--- config.mk ---
export PLATFORM = sky130hd
export DESIGN_NAME = gain_scheduled_pd_servo_top
export DESIGN_NICKNAME = d
export VERILOG_FILES = /design/src/sv/gsps_pkg.sv /design/src/sv/gsps_err.sv /design/src/sv/gsps_mul.sv /design/src/sv/gsps_duty.sv /design/src/sv/gain_scheduled_pd_servo_top.sv
export SDC_FILE = /design/constraint.sdc
export NUM_CORES = 1
export LEC_CHECK = 0
export ABC_AREA = 1
export BUFFER_PORTS_ARGS = -buffer_cell sky130_fd_sc_hd__clkbuf_2
export CORE_UTILIZATION = 30
export DETAILED_ROUTE_END_ITERATION = 10
export PLACE_DENSITY_LB_ADDON = 0.2
export SETUP_SLACK_MARGIN = 0.4
export SYNTH_ARGS = -nofsm -noshare
export SYNTH_HDL_FRONTEND = slang
export SYNTH_HIERARCHICAL = 1
export SYNTH_SLANG_ARGS = --single-unit
--- constraint.sdc ---
create_clock -name clk_i -period 9.55 [get_ports clk_i]
set_clock_uncertainty 0.15 [all_clocks]
set_input_delay 0.955 -clock clk_i [delete_from_list [all_inputs] [get_ports clk_i]]
set_output_delay 0.955 -clock clk_i [all_outputs]
set_load 0.02 [all_outputs]
--- src/sv/gsps_pkg.sv ---
package gsps_pkg;

  // Field widths
  localparam int unsigned PosW  = 8;
  localparam int unsigned GainW = 16;
  localparam int unsigned DutyW = 14;
  localparam int unsigned ErrW  = 9;
  localparam int unsigned DiffW = 10;
  localparam int unsigned PW    = GainW + ErrW;
  localparam int unsigned DW    = GainW + DiffW;
  localparam int unsigned IdxW  = 3;

  // Control law constants
  localparam logic [ErrW-1:0]  SETPOINT   = 9'd90;
  localparam logic [PosW-1:0]  TURN_LOW   = 8'd60;
  localparam logic [PosW-1:0]  TURN_HIGH  = 8'd120;
  localparam logic [19:0]      DUTY_SWING = 20'd90;
  localparam logic [19:0]      DUTY_MAX   = 20'd16383;

  // Register reset values
  localparam logic [GainW-1:0] TURN_GAIN_RST   = 16'd512;
  localparam logic [GainW-1:0] NORMAL_GAIN_RST = 16'd256;
  localparam logic [GainW-1:0] DERIV_GAIN_RST  = 16'd0;
  localparam logic [DutyW-1:0] CENTRE_DUTY_RST = 14'd760;
  localparam logic [DutyW-1:0] STOP_DUTY_RST   = 14'd785;

  // Register indexes
  typedef enum logic [IdxW-1:0] {
    REG_TURN_GAIN   = 3'd0,
    REG_NORMAL_GAIN = 3'd1,
    REG_DERIV_GAIN  = 3'd2,
    REG_CENTRE_DUTY = 3'd3,
    REG_STOP_DUTY   = 3'd4
  } reg_idx_e;

  typedef struct packed {
    logic signed [GainW-1:0] turn_gain;
    logic signed [GainW-1:0] normal_gain;
    logic signed [GainW-1:0] derivative_gain;
    logic        [DutyW-1:0] centre_duty;
    logic        [DutyW-1:0] stop_duty;
  } cfg_t;

  // Error stage payload
  typedef struct packed {
    logic signed [ErrW-1:0]  err;
    logic signed [DiffW-1:0] diff;
    logic signed [GainW-1:0] kp;
    logic                    stop;
  } err_t;

  // Product stage payload
  typedef struct packed {
    logic signed [PW-1:0] p_term;
    logic signed [DW-1:0] d_term;
    logic                 stop;
  } prod_t;

endpackage

--- src/sv/gsps_err.sv ---
module gsps_err import gsps_pkg::*; (
  input  logic            clk_i,
  input  logic            rst_ni,
  input  cfg_t            cfg_i,
  input  logic            valid_i,
  output logic            ready_o,
  input  logic [PosW-1:0] pos_i,
  input  logic            stop_i,
  output logic            valid_o,
  input  logic            ready_i,
  output err_t            data_o
);

  logic                   valid_q, valid_d;
  logic signed [ErrW-1:0] prev_q, prev_d;
  err_t                   data_q, data_d;
  logic                   load;
  logic signed [ErrW-1:0] err;
  logic                   turn;

  assign ready_o = !valid_q || ready_i;
  assign load    = valid_i && ready_o;

  // Error, error change and gain select
  always_comb begin
    err  = signed'({1'b0, pos_i} - SETPOINT);
    turn = (pos_i < TURN_LOW) || (pos_i > TURN_HIGH);
    data_d.err  = err;
    data_d.diff = signed'({err[ErrW-1], err} - {prev_q[ErrW-1], prev_q});
    data_d.kp   = turn ? cfg_i.turn_gain : cfg_i.normal_gain;
    data_d.stop = stop_i;
    prev_d  = load ? err : prev_q;
    valid_d = ready_o ? valid_i : valid_q;
  end

  // Advance control state
  always_ff @(posedge clk_i or negedge rst_ni) begin
    if (!rst_ni) begin
      valid_q <= 1'b0;
      prev_q  <= '0;
    end else begin
      valid_q <= valid_d;
      prev_q  <= prev_d;
    end
  end

  // Hold payload
  always_ff @(posedge clk_i) begin
    if (load) begin
      data_q <= data_d;
    end
  end

  assign valid_o = valid_q;
  assign data_o  = data_q;

endmodule

--- src/sv/gsps_mul.sv ---
module gsps_mul import gsps_pkg::*; (
  input  logic  clk_i,
  input  logic  rst_ni,
  input  cfg_t  cfg_i,
  input  logic  valid_i,
  output logic  ready_o,
  input  err_t  data_i,
  output logic  valid_o,
  input  logic  ready_i,
  output prod_t data_o
);

  logic  valid_q, valid_d;
  prod_t data_q, data_d;
  logic  load;

  assign ready_o = !valid_q || ready_i;
  assign load    = valid_i && ready_o;

  // Proportional and derivative products
  always_comb begin
    data_d.p_term = PW'(data_i.kp) * PW'(data_i.err);
    data_d.d_term = DW'(cfg_i.derivative_gain) * DW'(data_i.diff);
    data_d.stop   = data_i.stop;
    valid_d       = ready_o ? valid_i : valid_q;
  end

  always_ff @(posedge clk_i or negedge rst_ni) begin
    if (!rst_ni) begin
      valid_q <= 1'b0;
    end else begin
      valid_q <= valid_d;
    end
  end

  always_ff @(posedge clk_i) begin
    if (load) begin
      data_q <= data_d;
    end
  end

  assign valid_o = valid_q;
  assign data_o  = data_q;

endmodule

--- src/sv/gsps_duty.sv ---
module gsps_duty import gsps_pkg::*; (
  input  logic             clk_i,
  input  logic             rst_ni,
  input  cfg_t             cfg_i,
  input  logic             valid_i,
  output logic             ready_o,
  input  prod_t            data_i,
  output logic             valid_o,
  input  logic             ready_i,
  output logic [DutyW-1:0] duty_o,
  output logic             clamped_o
);

  logic               valid_q, valid_d;
  logic [DutyW-1:0]   duty_q, duty_d;
  logic               clamped_q, clamped_d;
  logic               load;
  logic signed [26:0] acc;
  logic signed [18:0] corr;
  logic signed [19:0] duty, lo, hi, centre;

  assign ready_o = !valid_q || ready_i;
  assign load    = valid_i && ready_o;

  // Sum, scale toward zero, offset and clamp
  always_comb begin
    acc    = {{2{data_i.p_term[PW-1]}}, data_i.p_term}
           + {data_i.d_term[DW-1], data_i.d_term};
    corr   = acc[26:8] + {18'd0, acc[26] && (acc[7:0] != 8'd0)};
    centre = signed'({6'd0, cfg_i.centre_duty});
    duty   = centre + {corr[18], corr};
    lo     = centre - signed'(DUTY_SWING);
    hi     = centre + signed'(DUTY_SWING);
    if (lo < 0) begin
      lo = '0;
    end
    if (hi > signed'(DUTY_MAX)) begin
      hi = signed'(DUTY_MAX);
    end
    clamped_d = 1'b0;
    if (duty < lo) begin
      duty      = lo;
      clamped_d = 1'b1;
    end else if (duty > hi) begin
      duty      = hi;
      clamped_d = 1'b1;
    end
    duty_d = duty[DutyW-1:0];
    // Stop overrides the loop output
    if (data_i.stop) begin
      duty_d    = cfg_i.stop_duty;
      clamped_d = 1'b0;
    end
    valid_d = ready_o ? valid_i : valid_q;
  end

  always_ff @(posedge clk_i or negedge rst_ni) begin
    if (!rst_ni) begin
      valid_q <= 1'b0;
    end else begin
      valid_q <= valid_d;
    end
  end

  always_ff @(posedge clk_i) begin
    if (load) begin
      duty_q    <= duty_d;
      clamped_q <= clamped_d;
    end
  end

  assign valid_o   = valid_q;
  assign duty_o    = duty_q;
  assign clamped_o = clamped_q;

endmodule

--- src/sv/gain_scheduled_pd_servo_top.sv ---
// Channel | Signals                                              | Direction
// input   | in_valid_i, in_ready_o, line_position_i, stop_request_i | in
// output  | out_valid_o, out_ready_i, steer_duty_o, clamped_o       | out
// config  | cfg_we_i, cfg_idx_i, cfg_data_i                        | in
//
// One transaction per cycle sustained while the output is taken; a result passes
// through the error stage, multiplier stage and clamp/output register.
// Reset clears the stage valids, the previous error and loads register
// defaults. A stalled output backs up the three stages in turn; the input
// stays ready while any stage is free.
module gain_scheduled_pd_servo_top import gsps_pkg::*; (
  input  logic             clk_i,
  input  logic             rst_ni,
  input  logic             cfg_we_i,
  input  logic [IdxW-1:0]  cfg_idx_i,
  input  logic [GainW-1:0] cfg_data_i,
  input  logic             in_valid_i,
  output logic             in_ready_o,
  input  logic [PosW-1:0]  line_position_i,
  input  logic             stop_request_i,
  output logic             out_valid_o,
  input  logic             out_ready_i,
  output logic [DutyW-1:0] steer_duty_o,
  output logic             clamped_o
);

  cfg_t  cfg_q, cfg_d;
  logic  err_valid, err_ready;
  err_t  err_data;
  logic  mul_valid, mul_ready;
  prod_t mul_data;

  // Register writes; unknown indexes drop
  always_comb begin
    cfg_d = cfg_q;
    if (cfg_we_i) begin
      unique case (cfg_idx_i)
        REG_TURN_GAIN:   cfg_d.turn_gain       = signed'(cfg_data_i);
        REG_NORMAL_GAIN: cfg_d.normal_gain     = signed'(cfg_data_i);
        REG_DERIV_GAIN:  cfg_d.derivative_gain = signed'(cfg_data_i);
        REG_CENTRE_DUTY: cfg_d.centre_duty     = cfg_data_i[DutyW-1:0];
        REG_STOP_DUTY:   cfg_d.stop_duty       = cfg_data_i[DutyW-1:0];
        default:         cfg_d = cfg_q;
      endcase
    end
  end

  always_ff @(posedge clk_i or negedge rst_ni) begin
    if (!rst_ni) begin
      cfg_q.turn_gain       <= signed'(TURN_GAIN_RST);
      cfg_q.normal_gain     <= signed'(NORMAL_GAIN_RST);
      cfg_q.derivative_gain <= signed'(DERIV_GAIN_RST);
      cfg_q.centre_duty     <= CENTRE_DUTY_RST;
      cfg_q.stop_duty       <= STOP_DUTY_RST;
    end else begin
      cfg_q <= cfg_d;
    end
  end

  gsps_err u_err (
    .clk_i   (clk_i),
    .rst_ni  (rst_ni),
    .cfg_i   (cfg_q),
    .valid_i (in_valid_i),
    .ready_o (in_ready_o),
    .pos_i   (line_position_i),
    .stop_i  (stop_request_i),
    .valid_o (err_valid),
    .ready_i (err_ready),
    .data_o  (err_data)
  );

  gsps_mul u_mul (
    .clk_i   (clk_i),
    .rst_ni  (rst_ni),
    .cfg_i   (cfg_q),
    .valid_i (err_valid),
    .ready_o (err_ready),
    .data_i  (err_data),
    .valid_o (mul_valid),
    .ready_i (mul_ready),
    .data_o  (mul_data)
  );

  gsps_duty u_duty (
    .clk_i     (clk_i),
    .rst_ni    (rst_ni),
    .cfg_i     (cfg_q),
    .valid_i   (mul_valid),
    .ready_o   (mul_ready),
    .data_i    (mul_data),
    .valid_o   (out_valid_o),
    .ready_i   (out_ready_i),
    .duty_o    (steer_duty_o),
    .clamped_o (clamped_o)
  );

endmodule

==> metrics.md <==
| Metric | Value |
|---|---|
| WL/cell | `16.2 microns` |
| Nets@finish | `3782` |
| CP Class | `reg -> reg` |
| Max-Cap Viols | `0` |
| Core area | `82000 sq um` |
| Critical path required time | `9.64 ns` |
| # Post-CTS Setup Buffers | `0` |
| Final Cycle Share | `0.740` |
| Compound-Gate Fraction of Synth Area | `0.0446` |
| Share of cells above drive strength 1 | `0.0769` |
| Critical Path AT | `7.17 ns` |
| Die W | `290 microns` |
| Chip height | `290 microns` |
| Largest net degree at the start of global routing | `53` |
| Avg Inst Size Synth | `7.48 sq um` |
| Number of synthesized flops with an enable pin | `103` |
| IO Pins | `50` |
| CP endpoint kind | `flop` |
| Row count | `105` |
| Detailed placement HPWL | `58300 microns` |
| Count of yosys warnings during synthesis | `6` |
| Yosys cell types | `60` |
| Vias in the first global route | `19500` |
| Cts hold-fix bufs | `0` |
| Worst setup SP type | `flop` |
| Synth async-reset ratio | `0.461` |
| IO Port Bufs | `49` |
| Post-Syn Instances | `3319` |
| First-pass GRT wire length | `111000 microns` |
| Crit path time final | `7.07 ns` |
| P&R area growth vs syn | `7.27%` |
| Initial antenna violation count | `4` |
| Starting Density | `0.303` |
| Antenna viol nets, final | `0` |
| H-tree depth | `4` |
| Fmax achieved | `141 MHz` |
| Critical path's slowest cell | `fa_1` |
| GRT Residual Overflow | `0` |
| Post-CTS sizing | `0` |
| Remaining DRCs | `0` |
| Synth Flop Type | `edfxtp_1` |
| Register area share after synthesis | `0.214` |
| Post-synthesis adder-cell area fraction | `0.310` |
| Synth Area in XOR/XNOR | `0.0279` |
| Outcome | `complete, no violations` |
| Post-Synth Simple-Gate Area | `0.271` |
| Fin. Hold Viols | `0` |
| Vias | `19600` |
| DRT iter0 DRCs | `1150` |
| Combinational family with the most area after synthesis | `adder cells` |
| Worst slew pin tran | `0.991 ns` |
| CTS root buffer | `clkbuf_16` |
| Syn nets | `3810` |
| #FFs+latches synth | `191` |
| GP Congestion | `0.947` |
| First drt pass iteration count | `5` |
| GRT Resource Usage Total | `0.174` |
| CTS clk-pin slew, worst paths | `0.08 ns` |
| Relative slew slack | `0.339` |
| CTS tree | `built` |
| Largest stage delay on the critical path | `0.46 ns` |
| Clock Latency Late Sink | `0.50 ns` |
| Final Setup Violations | `0` |
| Synthesized area | `24800 sq um` |
| Mux contribution to synthesized area | `0` |
| CP most frequent cell | `nand3_1` |
| Total Die Area | `83900 sq um` |
| Hold Path Class | `in -> async` |
| Clk buf depth | `2` |
| RSZ-0062 raised after global routing | `no` |
| Setup_tns | `0 ns` |
| Max Fanout on Critical Path | `15` |
| Post-Route WL | `70900 microns` |
| Vias/cell | `4.49` |
| CTS buffer count | `17` |
| Clk sinks | `191` |
| Max-slew violations | `0` |
==> worst paths after layout <==
kind,from,endpoint,slack (ns),depth (start not counted)
hold reg to reg,cfg_q[52],cfg_q[52],0.32,2
setup reg to reg,u_mul/data_o[1],u_duty/duty_o[3],2.48,38
min in group clk_i,cfg_q[52],cfg_q[52],0.32,2
hold / removal,rst_ni,u_err/prev_q[3],0.30,1
setup / recovery,u_mul/data_o[1],u_duty/duty_o[3],2.48,38
max in group asynchronous,rst_ni,cfg_q[16],7.83,2
==> metrics by stage <==
stage	hold WS [ns]	cell area, sq um	std cells	utilization	setup WS (ns)
floorplan	0.250	24800	3319	-	3.61
global placement	0.303	26000	4342	0.317	2.77
detailed placement	0.306	26000	4342	0.317	2.58
CTS	0.302	26600	4374	0.325	2.54
global route	0.324	26600	4374	0.325	1.85
finish	0.305	26600	4375	0.325	2.48
==> cell usage after synthesis (4+ instances only) <==
master,number,area (sq um)
nand2_1,1012,3800
inv_1,733,2750
fa_1,261,5230
ha_1,197,2460
nand3_1,192,961
nor2_1,164,616
a21oi_1,106,531
edfxtp_1,103,3090
dfrtp_1,76,1900
clkbuf_1,72,270
xor2_1,61,534
nand4_1,54,338
nand2_2,48,300
o21ai_0,24,120
xnor2_1,18,158
nand3_2,17,170
o21ai_2,17,149
inv_2,14,52.6
nor2_2,14,87.6
buf_2,13,65.1
dfstp_2,12,315
a21oi_2,11,96.3
nor3_1,11,55.1
nor2_4,10,113
or2_2,9,56.3
buf_6,8,90.1
buf_4,6,45.0
and2_1,4,25.0
o21bai_1,4,30.0
==> final cells by class <==
| cell class | count | area, sq um |
|---|---|---|
| fill | 8900 | 55300 |
| antenna | 1 | 2.50 |
| clock inverter | 15 | 223 |
| sequential | 191 | 5310 |
| clock buffer | 17 | 425 |
| multi-input combinational | 2278 | 16200 |
| timing repair buffer | 54 | 285 |
| tap | 1070 | 1340 |
| inverter | 749 | 2810 |
==> flip-flops by register name, indices dropped and copies added, names as in the netlist <==
signal,count
cfg_q,76
u_duty/clamped_o,1
u_duty/duty_o,14
u_duty/valid_o,1
u_err/data_o,36
u_err/prev_q,9
u_err/valid_o,1
u_mul/data_o,52
u_mul/valid_o,1
==> layout by cell type (no fill, tap or decap), drive strengths merged, types with 65 or more instances in the layout <==
cell,count
nand2,1063
inv,753
fa,261
nand3,212
ha,197
nor2,189
a21oi,117
edfxtp,103
dfrtp,76
clkbuf,65
==> critical path, delay by kind of cell (launching register included) <==
kind	cells	cell delay, ns
AND/OR/NAND/NOR	21	2.67
AO/OA/AOI/OAI	7	1.19
adder cells (fa/ha/maj)	6	1.85
buffers and inverters	2	0.12
flip-flops	1	0.38
XOR/XNOR	2	0.43
==> layer usage <==
layer | part of all wire | up-vias | track usage
li1 | - | 9976 | -
met1 | 0.48 | 9230 | 0.237
met2 | 0.44 | 356 | 0.272
met3 | 0.054 | 73 | 0.0352
met4 | 0.026 | 0 | 0.0597
met5 | 0 | - | 0
==> kinds of logic (layout without fill, tap and decap cells) <==
group,Yosys count,in the layout
other cells,1,2
xor+xnor,79,79
fa+ha+maj,458,458
flops,191,191
buf+inv,850,835
simple gates,1556,1556
compound gates,184,184
Power is not shown: default switching activity piles up to over one toggle a cycle in this logic, so the estimate is an artifact.
